File: config.mk
export PLATFORM = sky130hd
export DESIGN_NAME = rc_differential_drive_mixer_core_flat
export DESIGN_NICKNAME = d
export VERILOG_FILES = /design/src/rtl/core/rcdd_pkg.sv /design/src/rtl/core/rcdd_if.sv /design/src/rtl/core/rcdd_ctrl.sv /design/src/rtl/core/rcdd_datapath.sv /design/src/rtl/core/rc_differential_drive_mixer_core.sv /design/src/flat_wrapper.sv
export SDC_FILE = /design/constraint.sdc
export NUM_CORES = 1
export LEC_CHECK = 0
export BUFFER_PORTS_ARGS = -buffer_cell sky130_fd_sc_hd__buf_2
export CAP_MARGIN = 25
export CORE_ASPECT_RATIO = 0.8
export CORE_MARGIN = 4
export CORE_UTILIZATION = 30
export DETAILED_ROUTE_END_ITERATION = 16
export GPL_TIMING_DRIVEN = 0
export HOLD_SLACK_MARGIN = 0.03
export PLACE_DENSITY_LB_ADDON = 0.1
export SLEW_MARGIN = 15
export SYNTH_ARGS = -nofsm -noshare
export SYNTH_HDL_FRONTEND = slang
export SYNTH_SLANG_ARGS = --single-unit
File: constraint.sdc
create_clock -name clk -period 12.95 [get_ports clk]
set_input_delay 1.9425 -clock clk [delete_from_list [all_inputs] [get_ports clk]]
set_output_delay 1.9425 -clock clk [all_outputs]
set_load 0.03 [all_outputs]
File: src/rtl/core/rcdd_pkg.sv
`timescale 1ns / 1ps
// Package for the RC differential-drive mixer: widths, constants, codes,
// controller states and the command/status structs. No dependencies.
package rcdd_pkg;

    localparam int COUNT_W     = 20;
    localparam int PCT_W       = 8;
    localparam int SPEED_W     = 7;
    localparam int LEVEL_W     = 16;
    localparam int MODE_W      = 2;
    localparam int DZ_W        = 7;
    localparam int WRAP_W      = 16;
    localparam int CFG_INDEX_W = 2;
    localparam int CFG_DATA_W  = 16;

    // Shared multiplier: 23 x 24 bits into a 47-bit product register
    localparam int MUL_X_W = 23;
    localparam int MUL_Y_W = 24;
    localparam int PROD_W  = MUL_X_W + MUL_Y_W;
    localparam int OFFS_W  = 16;

    // Counts below COUNT_LOW saturate low, at or above COUNT_HIGH saturate high
    localparam logic [COUNT_W-1:0] COUNT_LOW  = COUNT_W'(62500);
    localparam logic [COUNT_W-1:0] COUNT_HIGH = COUNT_W'(125625);

    // floor(x/625) = (x * RECIP625) >> 26 for x < 63125
    localparam logic [MUL_Y_W-1:0] RECIP625       = MUL_Y_W'(107375);
    localparam int                 RECIP625_SHIFT = 26;
    // floor(x/100) = (x * RECIP100) >> 30 for x < 2^23
    localparam logic [MUL_Y_W-1:0] RECIP100       = MUL_Y_W'(10737419);
    localparam int                 RECIP100_SHIFT = 30;

    localparam logic [SPEED_W-1:0] PCT_MAX = SPEED_W'(100);

    // Square root of a 14-bit radicand, two bits per step
    localparam int SQRT_STEPS = 7;
    localparam int SQRT_RAD_W = 2 * SQRT_STEPS;
    localparam int SQRT_REM_W = SPEED_W + 2;
    localparam int SQRT_ACC_W = SQRT_REM_W + 2;
    localparam int SQRT_CNT_W = 3;

    localparam logic [DZ_W-1:0]   DEADZONE_RST = DZ_W'(7);
    localparam logic [WRAP_W-1:0] PWM_WRAP_RST = WRAP_W'(12500);

    typedef enum logic [MODE_W-1:0] {
        MIX_NONE,
        MIX_LINEAR,
        MIX_SQRT,
        MIX_SQUARE
    } mix_mode_t;

    typedef enum logic [CFG_INDEX_W-1:0] {
        CFG_MIX_MODE,
        CFG_DEADZONE,
        CFG_PWM_WRAP
    } cfg_index_t;

    typedef enum logic [2:0] {
        MUL_NONE,
        MUL_CONV_S,
        MUL_CONV_T,
        MUL_SQUARE,
        MUL_RECIP100,
        MUL_LVL_L,
        MUL_LVL_R
    } mul_sel_t;

    typedef enum logic [3:0] {
        ST_IDLE,
        ST_CONV_S,
        ST_CONV_T,
        ST_SQ_MUL,
        ST_SQ_DIV,
        ST_SQRT,
        ST_MIX,
        ST_LVL_L_MUL,
        ST_LVL_L_DIV,
        ST_LVL_R_MUL,
        ST_LVL_R_DIV,
        ST_DONE
    } ctrl_state_t;

    typedef struct packed {
        logic     capture;
        mul_sel_t mul_sel;
        logic     wr_steer;
        logic     wr_throttle;
        logic     wr_square;
        logic     sqrt_start;
        logic     sqrt_step;
        logic     wr_mix;
        logic     wr_level_l;
        logic     load_out;
    } dp_cmd_t;

    typedef struct packed {
        logic sqrt_last;
    } dp_stat_t;

endpackage

File: src/rtl/core/rcdd_if.sv
`timescale 1ns / 1ps
// Valid/ready channels of the mixer: control tick in, drive result out.
// Depends on rcdd_pkg for field widths.
interface rcdd_tick_if;
    logic                            valid;
    logic                            ready;
    logic [rcdd_pkg::COUNT_W-1:0]    steer_count;
    logic [rcdd_pkg::COUNT_W-1:0]    throttle_count;

    modport source (output valid, output steer_count, output throttle_count, input ready);
    modport sink   (input valid, input steer_count, input throttle_count, output ready);
endinterface

interface rcdd_drive_if;
    logic                            valid;
    logic                            ready;
    logic [rcdd_pkg::LEVEL_W-1:0]    left_level;
    logic [rcdd_pkg::LEVEL_W-1:0]    right_level;
    logic [rcdd_pkg::SPEED_W-1:0]    left_speed;
    logic [rcdd_pkg::SPEED_W-1:0]    right_speed;
    logic                            left_forward;
    logic                            right_forward;

    modport source (output valid, output left_level, output right_level,
                    output left_speed, output right_speed,
                    output left_forward, output right_forward, input ready);
    modport sink   (input valid, input left_level, input right_level,
                    input left_speed, input right_speed,
                    input left_forward, input right_forward, output ready);
endinterface

File: src/rtl/core/rcdd_ctrl.sv
`timescale 1ns / 1ps
// Mixer controller: sequences one item through the datapath and owns the
// input ready and output valid. Depends on rcdd_pkg.
module rcdd_ctrl (
    input  logic               clk,
    input  logic               rst_n,
    input  logic               in_valid,
    output logic               in_ready,
    output logic               out_valid,
    input  logic               out_ready,
    output rcdd_pkg::dp_cmd_t  cmd,
    input  rcdd_pkg::dp_stat_t stat
);
    import rcdd_pkg::*;

    ctrl_state_t state_reg, state_next;
    logic        out_valid_reg, out_valid_next;

    always_ff @(posedge clk or negedge rst_n)
    begin
        if (!rst_n)
        begin
            state_reg     <= ST_IDLE;
            out_valid_reg <= 1'b0;
        end
        else
        begin
            state_reg     <= state_next;
            out_valid_reg <= out_valid_next;
        end
    end

    always_comb
    begin
        state_next = state_reg;
        cmd        = '0;
        cmd.mul_sel = MUL_NONE;
        in_ready   = 1'b0;
        unique case (state_reg)
            ST_IDLE:
            begin
                in_ready = 1'b1;
                if (in_valid)
                begin
                    cmd.capture = 1'b1;
                    state_next  = ST_CONV_S;
                end
            end
            ST_CONV_S:
            begin
                cmd.mul_sel = MUL_CONV_S;
                state_next  = ST_CONV_T;
            end
            ST_CONV_T:
            begin
                cmd.mul_sel  = MUL_CONV_T;
                cmd.wr_steer = 1'b1;
                state_next   = ST_SQ_MUL;
            end
            ST_SQ_MUL:
            begin
                cmd.wr_throttle = 1'b1;
                cmd.mul_sel     = MUL_SQUARE;
                cmd.sqrt_start  = 1'b1;
                state_next      = ST_SQ_DIV;
            end
            ST_SQ_DIV:
            begin
                cmd.mul_sel = MUL_RECIP100;
                state_next  = ST_SQRT;
            end
            ST_SQRT:
            begin
                // product holds a*a/100 throughout; write it while the root runs
                cmd.wr_square = 1'b1;
                cmd.sqrt_step = 1'b1;
                if (stat.sqrt_last)
                begin
                    state_next = ST_MIX;
                end
            end
            ST_MIX:
            begin
                cmd.wr_mix = 1'b1;
                state_next = ST_LVL_L_MUL;
            end
            ST_LVL_L_MUL:
            begin
                cmd.mul_sel = MUL_LVL_L;
                state_next  = ST_LVL_L_DIV;
            end
            ST_LVL_L_DIV:
            begin
                cmd.mul_sel = MUL_RECIP100;
                state_next  = ST_LVL_R_MUL;
            end
            ST_LVL_R_MUL:
            begin
                cmd.wr_level_l = 1'b1;
                cmd.mul_sel    = MUL_LVL_R;
                state_next     = ST_LVL_R_DIV;
            end
            ST_LVL_R_DIV:
            begin
                cmd.mul_sel = MUL_RECIP100;
                state_next  = ST_DONE;
            end
            ST_DONE:
            begin
                // hold until the output register is free or drains this cycle
                if (!out_valid_reg || out_ready)
                begin
                    cmd.load_out = 1'b1;
                    state_next   = ST_IDLE;
                end
            end
            default:
            begin
                state_next = ST_IDLE;
            end
        endcase
    end

    always_comb
    begin
        if (cmd.load_out)
            out_valid_next = 1'b1;
        else if (out_ready)
            out_valid_next = 1'b0;
        else
            out_valid_next = out_valid_reg;
    end

    assign out_valid = out_valid_reg;

    a_load_into_free: assert property (@(posedge clk) disable iff (!rst_n)
        cmd.load_out |-> (!out_valid_reg || out_ready))
        else $error("result loaded over an item not yet taken");

    a_accept_starts: assert property (@(posedge clk) disable iff (!rst_n)
        (in_valid && in_ready) |=> (state_reg == ST_CONV_S && !in_ready))
        else $error("accepted item did not start conversion");

    a_sqrt_exit: assert property (@(posedge clk) disable iff (!rst_n)
        (state_reg == ST_SQRT && stat.sqrt_last) |=> (state_reg == ST_MIX))
        else $error("square root did not hand over to mixing");

    a_valid_source: assert property (@(posedge clk) disable iff (!rst_n)
        $rose(out_valid_reg) |-> $past(state_reg == ST_DONE))
        else $error("output valid rose outside the final state");

endmodule

File: src/rtl/core/rcdd_datapath.sv
`timescale 1ns / 1ps
// Mixer datapath: configuration registers, count conversion, shared
// multiplier, digit-by-digit square root, mixing and output register.
// Depends on rcdd_pkg.
module rcdd_datapath (
    input  logic                              clk,
    input  logic                              rst_n,
    input  logic                              cfg_we,
    input  logic [rcdd_pkg::CFG_INDEX_W-1:0]  cfg_index,
    input  logic [rcdd_pkg::CFG_DATA_W-1:0]   cfg_wdata,
    input  logic [rcdd_pkg::COUNT_W-1:0]      steer_count,
    input  logic [rcdd_pkg::COUNT_W-1:0]      throttle_count,
    input  rcdd_pkg::dp_cmd_t                 cmd,
    output rcdd_pkg::dp_stat_t                stat,
    output logic [rcdd_pkg::LEVEL_W-1:0]      left_level,
    output logic [rcdd_pkg::LEVEL_W-1:0]      right_level,
    output logic [rcdd_pkg::SPEED_W-1:0]      left_speed,
    output logic [rcdd_pkg::SPEED_W-1:0]      right_speed,
    output logic                              left_forward,
    output logic                              right_forward
);
    import rcdd_pkg::*;

    // Configuration
    mix_mode_t          mix_mode_reg;
    logic [DZ_W-1:0]    deadzone_reg;
    logic [WRAP_W-1:0]  pwm_wrap_reg;

    // Item state
    logic [COUNT_W-1:0]       steer_count_reg, throttle_count_reg;
    logic signed [PCT_W-1:0]  steer_value_reg, throttle_value_reg;
    logic                     left_dir_reg, right_dir_reg;
    logic                     left_dir_next, right_dir_next;
    logic [PROD_W-1:0]        prod_reg;
    logic [SPEED_W-1:0]       square_reg;
    logic [SPEED_W-1:0]       ls_reg, rs_reg, ls_next, rs_next;
    logic [LEVEL_W-1:0]       level_l_reg;

    // Square root
    logic [SQRT_RAD_W-1:0]    rad_reg;
    logic [SQRT_REM_W-1:0]    rem_reg;
    logic [SPEED_W-1:0]       root_reg;
    logic [SQRT_CNT_W-1:0]    cnt_reg;

    // Output register
    logic [LEVEL_W-1:0]       left_level_reg, right_level_reg;
    logic [SPEED_W-1:0]       left_speed_reg, right_speed_reg;
    logic                     left_fwd_reg, right_fwd_reg;

    logic [COUNT_W-1:0]       steer_diff, throttle_diff;
    logic [MUL_X_W-1:0]       mul_x;
    logic [MUL_Y_W-1:0]       mul_y;
    logic [PROD_W-1:0]        prod_next;
    logic [SPEED_W-1:0]       conv_q;
    logic signed [PCT_W-1:0]  steer_neg, throttle_neg;
    logic [SPEED_W-1:0]       steer_mag, thr_mag;
    logic [WRAP_W-1:0]        wrap_top;
    logic [SQRT_RAD_W-1:0]    rad_init;
    logic [SQRT_ACC_W-1:0]    sq_acc, sq_trial, sq_diff;
    logic [SPEED_W-1:0]       shaped, inner, ls_raw, rs_raw;

    function automatic logic signed [PCT_W-1:0] conv_pct(
        input logic [COUNT_W-1:0]      c,
        input logic [SPEED_W-1:0]      q,
        input logic signed [PCT_W-1:0] last
    );
        logic signed [PCT_W:0]   w;
        logic signed [PCT_W-1:0] v;
        begin
            w = $signed({1'b0, q, 1'b0}) - $signed((PCT_W+1)'(100));
            if (c == '0)
                v = last;
            else if (c < COUNT_LOW)
                v = -$signed(PCT_W'(100));
            else if (c >= COUNT_HIGH)
                v = $signed(PCT_W'(100));
            else
                v = w[PCT_W-1:0];
            return v;
        end
    endfunction

    function automatic logic [SPEED_W-1:0] finish_speed(
        input logic [SPEED_W-1:0] s,
        input logic [DZ_W-1:0]    dz
    );
        logic [SPEED_W-1:0] r;
        begin
            r = (s > PCT_MAX) ? PCT_MAX : s;
            if (DZ_W'(r) < dz)
                r = '0;
            return r;
        end
    endfunction

    always_ff @(posedge clk or negedge rst_n)
    begin
        if (!rst_n)
        begin
            mix_mode_reg <= MIX_SQUARE;
            deadzone_reg <= DEADZONE_RST;
            pwm_wrap_reg <= PWM_WRAP_RST;
        end
        else if (cfg_we)
        begin
            unique case (cfg_index_t'(cfg_index))
                CFG_MIX_MODE: mix_mode_reg <= mix_mode_t'(cfg_wdata[MODE_W-1:0]);
                CFG_DEADZONE: deadzone_reg <= cfg_wdata[DZ_W-1:0];
                CFG_PWM_WRAP: pwm_wrap_reg <= cfg_wdata[WRAP_W-1:0];
                default:      ;
            endcase
        end
    end

    // Offsets into the unsaturated count range, only meaningful inside it
    assign steer_diff    = steer_count_reg - COUNT_LOW;
    assign throttle_diff = throttle_count_reg - COUNT_LOW;
    assign conv_q        = prod_reg[RECIP625_SHIFT +: SPEED_W];

    assign steer_neg    = -steer_value_reg;
    assign throttle_neg = -throttle_value_reg;
    assign steer_mag    = steer_value_reg[PCT_W-1] ? steer_neg[SPEED_W-1:0]
                                                   : steer_value_reg[SPEED_W-1:0];
    assign thr_mag      = throttle_value_reg[PCT_W-1] ? throttle_neg[SPEED_W-1:0]
                                                      : throttle_value_reg[SPEED_W-1:0];
    assign wrap_top     = (pwm_wrap_reg == '0) ? '0 : pwm_wrap_reg - WRAP_W'(1);

    always_comb
    begin
        mul_x = '0;
        mul_y = '0;
        case (cmd.mul_sel)
            MUL_CONV_S:
            begin
                mul_x = MUL_X_W'(steer_diff[OFFS_W-1:0]);
                mul_y = RECIP625;
            end
            MUL_CONV_T:
            begin
                mul_x = MUL_X_W'(throttle_diff[OFFS_W-1:0]);
                mul_y = RECIP625;
            end
            MUL_SQUARE:
            begin
                mul_x = MUL_X_W'(steer_mag);
                mul_y = MUL_Y_W'(steer_mag);
            end
            MUL_RECIP100:
            begin
                mul_x = prod_reg[MUL_X_W-1:0];
                mul_y = RECIP100;
            end
            MUL_LVL_L:
            begin
                mul_x = MUL_X_W'(wrap_top);
                mul_y = MUL_Y_W'(ls_reg);
            end
            MUL_LVL_R:
            begin
                mul_x = MUL_X_W'(wrap_top);
                mul_y = MUL_Y_W'(rs_reg);
            end
            default:
            begin
                mul_x = '0;
                mul_y = '0;
            end
        endcase
    end

    assign prod_next = PROD_W'(mul_x) * PROD_W'(mul_y);

    // 100*a as shifts and adds
    assign rad_init = (SQRT_RAD_W'(steer_mag) << 6) + (SQRT_RAD_W'(steer_mag) << 5)
                    + (SQRT_RAD_W'(steer_mag) << 2);
    assign sq_acc   = {rem_reg, rad_reg[SQRT_RAD_W-1 -: 2]};
    assign sq_trial = {2'b00, root_reg, 2'b01};
    assign sq_diff  = sq_acc - sq_trial;
    assign stat.sqrt_last = (cnt_reg == SQRT_CNT_W'(SQRT_STEPS - 1));

    always_comb
    begin
        case (mix_mode_reg)
            MIX_LINEAR: shaped = steer_mag;
            MIX_SQRT:   shaped = root_reg;
            MIX_SQUARE: shaped = square_reg;
            default:    shaped = steer_mag;
        endcase
        inner = (thr_mag > shaped) ? thr_mag - shaped : '0;

        if (mix_mode_reg == MIX_NONE)
        begin
            ls_raw = thr_mag;
            rs_raw = thr_mag;
        end
        else if (thr_mag == '0)
        begin
            // spin in place
            ls_raw = steer_mag;
            rs_raw = steer_mag;
        end
        else
        begin
            ls_raw = steer_value_reg < 0 ? inner : thr_mag;
            rs_raw = steer_value_reg > 0 ? inner : thr_mag;
        end

        left_dir_next  = left_dir_reg;
        right_dir_next = right_dir_reg;
        if (throttle_value_reg == 0)
        begin
            if (steer_value_reg < 0)
            begin
                left_dir_next  = 1'b0;
                right_dir_next = 1'b1;
            end
            else if (steer_value_reg > 0)
            begin
                left_dir_next  = 1'b1;
                right_dir_next = 1'b0;
            end
        end
        else
        begin
            left_dir_next  = !throttle_value_reg[PCT_W-1];
            right_dir_next = !throttle_value_reg[PCT_W-1];
        end

        ls_next = finish_speed(ls_raw, deadzone_reg);
        rs_next = finish_speed(rs_raw, deadzone_reg);
    end

    always_ff @(posedge clk or negedge rst_n)
    begin
        if (!rst_n)
        begin
            steer_value_reg    <= '0;
            throttle_value_reg <= '0;
            left_dir_reg       <= 1'b1;
            right_dir_reg      <= 1'b1;
            cnt_reg            <= '0;
        end
        else
        begin
            if (cmd.wr_steer)
                steer_value_reg <= conv_pct(steer_count_reg, conv_q, steer_value_reg);
            if (cmd.wr_throttle)
                throttle_value_reg <= conv_pct(throttle_count_reg, conv_q,
                                               throttle_value_reg);
            if (cmd.wr_mix)
            begin
                left_dir_reg  <= left_dir_next;
                right_dir_reg <= right_dir_next;
            end
            if (cmd.sqrt_start)
                cnt_reg <= '0;
            else if (cmd.sqrt_step)
                cnt_reg <= cnt_reg + SQRT_CNT_W'(1);
        end
    end

    always_ff @(posedge clk)
    begin
        if (cmd.capture)
        begin
            steer_count_reg    <= steer_count;
            throttle_count_reg <= throttle_count;
        end
        if (cmd.mul_sel != MUL_NONE)
            prod_reg <= prod_next;
        if (cmd.wr_square)
            square_reg <= prod_reg[RECIP100_SHIFT +: SPEED_W];
        if (cmd.sqrt_start)
        begin
            rad_reg  <= rad_init;
            rem_reg  <= '0;
            root_reg <= '0;
        end
        else if (cmd.sqrt_step)
        begin
            rad_reg <= rad_reg << 2;
            if (sq_acc >= sq_trial)
            begin
                rem_reg  <= sq_diff[SQRT_REM_W-1:0];
                root_reg <= {root_reg[SPEED_W-2:0], 1'b1};
            end
            else
            begin
                rem_reg  <= sq_acc[SQRT_REM_W-1:0];
                root_reg <= {root_reg[SPEED_W-2:0], 1'b0};
            end
        end
        if (cmd.wr_mix)
        begin
            ls_reg <= ls_next;
            rs_reg <= rs_next;
        end
        if (cmd.wr_level_l)
            level_l_reg <= prod_reg[RECIP100_SHIFT +: LEVEL_W];
        if (cmd.load_out)
        begin
            left_level_reg  <= level_l_reg;
            right_level_reg <= prod_reg[RECIP100_SHIFT +: LEVEL_W];
            left_speed_reg  <= ls_reg;
            right_speed_reg <= rs_reg;
            left_fwd_reg    <= left_dir_reg;
            right_fwd_reg   <= right_dir_reg;
        end
    end

    assign left_level    = left_level_reg;
    assign right_level   = right_level_reg;
    assign left_speed    = left_speed_reg;
    assign right_speed   = right_speed_reg;
    assign left_forward  = left_fwd_reg;
    assign right_forward = right_fwd_reg;

endmodule

File: src/rtl/core/rc_differential_drive_mixer_core.sv
`timescale 1ns / 1ps
// RC differential-drive mixer, top level. Depends on rcdd_pkg, rcdd_if,
// rcdd_ctrl and rcdd_datapath.
// The sequencer takes one item at a time and accepts the next only after
// loading the result; it runs the shared multiplier and the 7-step square
// root for each item, and a full output register can stall it at the end.
// A new item is taken while the previous result still waits in the output
// register. Reset is asynchronous, active low; no clearing pass.
module rc_differential_drive_mixer_core (
    input  logic                              clk,
    input  logic                              rst_n,
    input  logic                              cfg_we,
    input  logic [rcdd_pkg::CFG_INDEX_W-1:0]  cfg_index,
    input  logic [rcdd_pkg::CFG_DATA_W-1:0]   cfg_wdata,
    rcdd_tick_if.sink                         tick,
    rcdd_drive_if.source                      drive
);
    import rcdd_pkg::*;

    dp_cmd_t  cmd;
    dp_stat_t stat;

    rcdd_ctrl u_ctrl (
        .clk       (clk),
        .rst_n     (rst_n),
        .in_valid  (tick.valid),
        .in_ready  (tick.ready),
        .out_valid (drive.valid),
        .out_ready (drive.ready),
        .cmd       (cmd),
        .stat      (stat)
    );

    rcdd_datapath u_datapath (
        .clk            (clk),
        .rst_n          (rst_n),
        .cfg_we         (cfg_we),
        .cfg_index      (cfg_index),
        .cfg_wdata      (cfg_wdata),
        .steer_count    (tick.steer_count),
        .throttle_count (tick.throttle_count),
        .cmd            (cmd),
        .stat           (stat),
        .left_level     (drive.left_level),
        .right_level    (drive.right_level),
        .left_speed     (drive.left_speed),
        .right_speed    (drive.right_speed),
        .left_forward   (drive.left_forward),
        .right_forward  (drive.right_forward)
    );

endmodule

File: src/flat_wrapper.sv
// flat-port wrapper written by rule: the top's interface ports become plain ports
module rc_differential_drive_mixer_core_flat import rcdd_pkg::*;
  (clk, rst_n, cfg_we, cfg_index, cfg_wdata, tick_valid, tick_steer_count, tick_throttle_count, tick_ready, drive_valid, drive_left_level, drive_right_level, drive_left_speed, drive_right_speed, drive_left_forward, drive_right_forward, drive_ready);
  rcdd_tick_if tick_i ();
  rcdd_drive_if drive_i ();
  input  logic clk;
  input  logic rst_n;
  input  logic cfg_we;
  input  logic [rcdd_pkg::CFG_INDEX_W-1:0] cfg_index;
  input  logic [rcdd_pkg::CFG_DATA_W-1:0] cfg_wdata;
  input wire logic [$bits(tick_i.valid)-1:0] tick_valid;
  input wire logic [$bits(tick_i.steer_count)-1:0] tick_steer_count;
  input wire logic [$bits(tick_i.throttle_count)-1:0] tick_throttle_count;
  output wire logic [$bits(tick_i.ready)-1:0] tick_ready;
  output wire logic [$bits(drive_i.valid)-1:0] drive_valid;
  output wire logic [$bits(drive_i.left_level)-1:0] drive_left_level;
  output wire logic [$bits(drive_i.right_level)-1:0] drive_right_level;
  output wire logic [$bits(drive_i.left_speed)-1:0] drive_left_speed;
  output wire logic [$bits(drive_i.right_speed)-1:0] drive_right_speed;
  output wire logic [$bits(drive_i.left_forward)-1:0] drive_left_forward;
  output wire logic [$bits(drive_i.right_forward)-1:0] drive_right_forward;
  input wire logic [$bits(drive_i.ready)-1:0] drive_ready;
  assign tick_i.valid = tick_valid;
  assign tick_i.steer_count = tick_steer_count;
  assign tick_i.throttle_count = tick_throttle_count;
  assign tick_ready = tick_i.ready;
  assign drive_valid = drive_i.valid;
  assign drive_left_level = drive_i.left_level;
  assign drive_right_level = drive_i.right_level;
  assign drive_left_speed = drive_i.left_speed;
  assign drive_right_speed = drive_i.right_speed;
  assign drive_left_forward = drive_i.left_forward;
  assign drive_right_forward = drive_i.right_forward;
  assign drive_i.ready = drive_ready;
  rc_differential_drive_mixer_core u_core (.clk(clk), .rst_n(rst_n), .cfg_we(cfg_we), .cfg_index(cfg_index), .cfg_wdata(cfg_wdata), .tick(tick_i), .drive(drive_i));
endmodule
==> reports/summary.log <==
qor: status.result_of_the_run complete, no violations
qor: clock_tree.cts.repair_timing.setup_buffer_count 0
qor: drt.first_pass_iteration_count_of_the_detailed_router 5
qor: worst_hold_path.min_path_type flip-flop to flip-flop
qor: synth.synth_enable_flop_cells 179
qor: placed_design.buffer_ports.inserted 112
qor: final_layout.antenna_cells 0
qor: drt.drc_errors 0
qor: die.core.rowCount 95
qor: global_routing.grt_start_max_net_pins 50
qor: synth.synth_cell_type_count 91
qor: worst_setup_path.worst-path-max-fanout 10
qor: synth.post_synth_instance_area 25,700 µm²
qor: placed_design.weighted_congestion_at_the_end_of_routability_driven_global_placement 0.911
qor: run.max_cap_viol 0
qor: synth.asyncSetResetFlopFracSynth 0.201
qor: global_routing.globalRouteTotalUtil 0.187
qor: die.core_area 84,400 µm²
qor: placed_design.place_worst_setup_slack 1.38 ns
qor: timing.setup_slack 1.31 ns
qor: clock_tree.cts.repair.resized 0
qor: synth.synth_top_area_cell fa_1
qor: final_layout.ff_latch_area 6940 µm²
qor: clock_tree.root_buffer clkbuf_16
qor: die.die_height 270 µm
qor: clock_tree.cts.htree.levels 1
qor: timing.fin_setup_tns 0 ns
qor: global_routing.grt_pass1_wl 127,000 µm
qor: synth.synth-seq-cells 244
qor: synth.synth_warnings 0
qor: die.floorplan.initialDensity 0.304
qor: synth.synth_seq_area_share 0.270
qor: clock_tree.clock-sinks 244
qor: die.die_area 90,400 µm²
qor: drt.number_of_drc_markers_in_iteration_0 1,322
qor: global_routing.overflow 0
qor: timing.slew_headroom 0.269
qor: drt.route.detailed.vias_per_inst 4.82
qor: worst_setup_path.worstSetupPathType flip-flop to flip-flop
qor: final_layout.multiInputGateArea 16,500 µm²
qor: drt.route.vias.total 18,695
qor: timing.highest_achievable_clock_rate 85.9 MHz
qor: drt.ant_nets 0
qor: timing.worst_clock_skew 0.0436 ns
qor: final_layout.largest_register_ff_count 43
qor: timing.final-hold-violation-count 0
qor: clock_tree.ctsLongestPathBuffers 3
qor: timing.finalSetupViolCount 0
qor: worst_setup_path.cpPeakStageDelay 0.75 ns
qor: worst_setup_path.critPathRequiredTime 13.41 ns
qor: clock_tree.tritoncts.num_buffers 30
qor: timing.maxSlewViolCount 0
qor: clock_tree.cts_tree done
qor: drt.total_wirelength 84,200 µm
qor: clock_tree.clk-insertion-delay-late 0.63 ns
qor: synth.top_count_cell_post_synth inv_1
qor: global_routing.number_of_global_route_vias_before_repair 19,479
qor: drt.detail_route.wl_per_cell 21.7 µm
qor: synth.postSynthAreaPerCell 10.1 µm²
qor: timing.worst_slew_pin_slew 1.09 ns
qor: synth.synth.top_cell.area_share 0.249
qor: final_layout.layout_nets 3,398
qor: worst_setup_path.cp_data_arrival_time 12.10 ns
qor: die.io_pins 113
qor: synth.synthesis.instances 2,540
qor: final_layout.fill_cells 8,650
qor: timing.layout_min_cycle_time 11.64 ns
qor: placed_design.sum_of_net_half_perimeters_after_detailed_placement 72,000 µm
qor: final_layout.post_route_cells_drive_above_1_share 0.102
qor: worst_setup_path.worstSetupStartpointType flip-flop
qor: final_layout.area.growth.synth_to_final 13.3%
qor: synth.synth_top_flop_cell edfxtp_1
qor: worst_setup_path.critical_path.slowest_cell nor2_1
qor: synth.post_synth_main_area_contributors fa_1 25%, edfxtp_1 21%, ha_1 13%
qor: clock_tree.path_clk_slew 0.06 ns
qor: timing.grt_setup_unrepaired false
qor: synth.synth_top_cells_by_count 597 x inv_1, 319 x fa_1, 276 x ha_1
qor: clock_tree.post_cts_hold_buffer_count 0
qor: global_routing.antenna_found_initial 3
qor: die.dieWidth 335 µm
qor: timing.timing.final.crit_share 0.899
qor: worst_setup_path.cp-end-kind flip-flop
qor: worst_setup_path.path_common_cell fa_1
[cell type report]
cell class                 instances  area share
buffer                            51     0.00731
clock buffer                      35      0.0286
clock inverter                    21     0.00749
inverter                         599      0.0774
multi-input combinational       1679       0.566
sequential                       244       0.239
tap                             1115      0.0480
timing repair buffer             135      0.0271
[per-stage QoR]
stage,cell area (µm²),hold slack [ns],util,std cells
after CTS,29100,0.419,0.345,3879
after detailed placement,28000,0.405,0.332,3823
after global placement,27800,0.404,0.329,3800
after global routing,29100,0.424,0.345,3879
final,29100,0.418,0.345,3879
after floorplan,25800,0.400,-,2573
[cell usage in the layout (no fill, tap or decap), types with 31 or more instances in the layout]
master     count
o21ai_0       61
nand2_1      165
dfrtp_1       36
buf_2        122
edfxtp_1     179
inv_1        597
clkbuf_1      40
a21oi_1       83
conb_1        35
xor2_1        32
nor2_1       155
fa_1         319
nor3_1        37
ha_1         276
xnor2_1       46
clkbuf_16     31
[path summary, 6_finish.rpt]
path                                                          end                             start  slack (ns)  cells past startpoint
worst max-delay path               u_core.u_datapath.prod_reg[43]        u_core.u_ctrl.state_reg[2]        1.31                     30
worst min-delay path              u_core.u_datapath.left_level[5]  u_core.u_datapath.level_l_reg[5]        0.42                      0
worst max register to register     u_core.u_datapath.prod_reg[43]        u_core.u_ctrl.state_reg[2]        1.31                     30
worst min register to register    u_core.u_datapath.left_level[5]  u_core.u_datapath.level_l_reg[5]        0.42                      0
max in group asynchronous       u_core.u_datapath.pwm_wrap_reg[5]                             rst_n       11.06                      1
min in group asynchronous            u_core.u_datapath.cnt_reg[0]                             rst_n        1.35                      1
[cell families (layout without fill, tap and decap cells)]
family	after synthesis	in the layout	share of synthesized area
buf+inv	650	841	0.0959
flops	244	244	0.270
mux	44	44	0.0185
xor+xnor	79	79	0.0272
other cells	2	35	0.000292
fa+ha+maj	595	595	0.383
simple gates	561	561	0.105
compound gates	365	365	0.0994
[critical path, delay by kind of cell (launching register included)]
| family | cells | cell delay (ns) |
|---|---|---|
| adder cells (fa/ha/maj) | 8 | 3.94 |
| AND/OR/NAND/NOR | 7 | 3.04 |
| AO/OA/AOI/OAI | 9 | 2.59 |
| buffers and inverters | 6 | 1.50 |
| flip-flops | 1 | 0.40 |
[per-layer routing]
layer  vias to the layer above  GRT usage  routed length (µm)
met5                         -          0                   0
met4                         0     0.0279                1170
met3                        68     0.0248                3990
met2                       408      0.276               35600
met1                      9524      0.295               43500
li1                       8695          -                   -
Power is left out: the tool's default activity adds up to more than one toggle a clock period on the data nets, which glitch-free logic cannot reach.
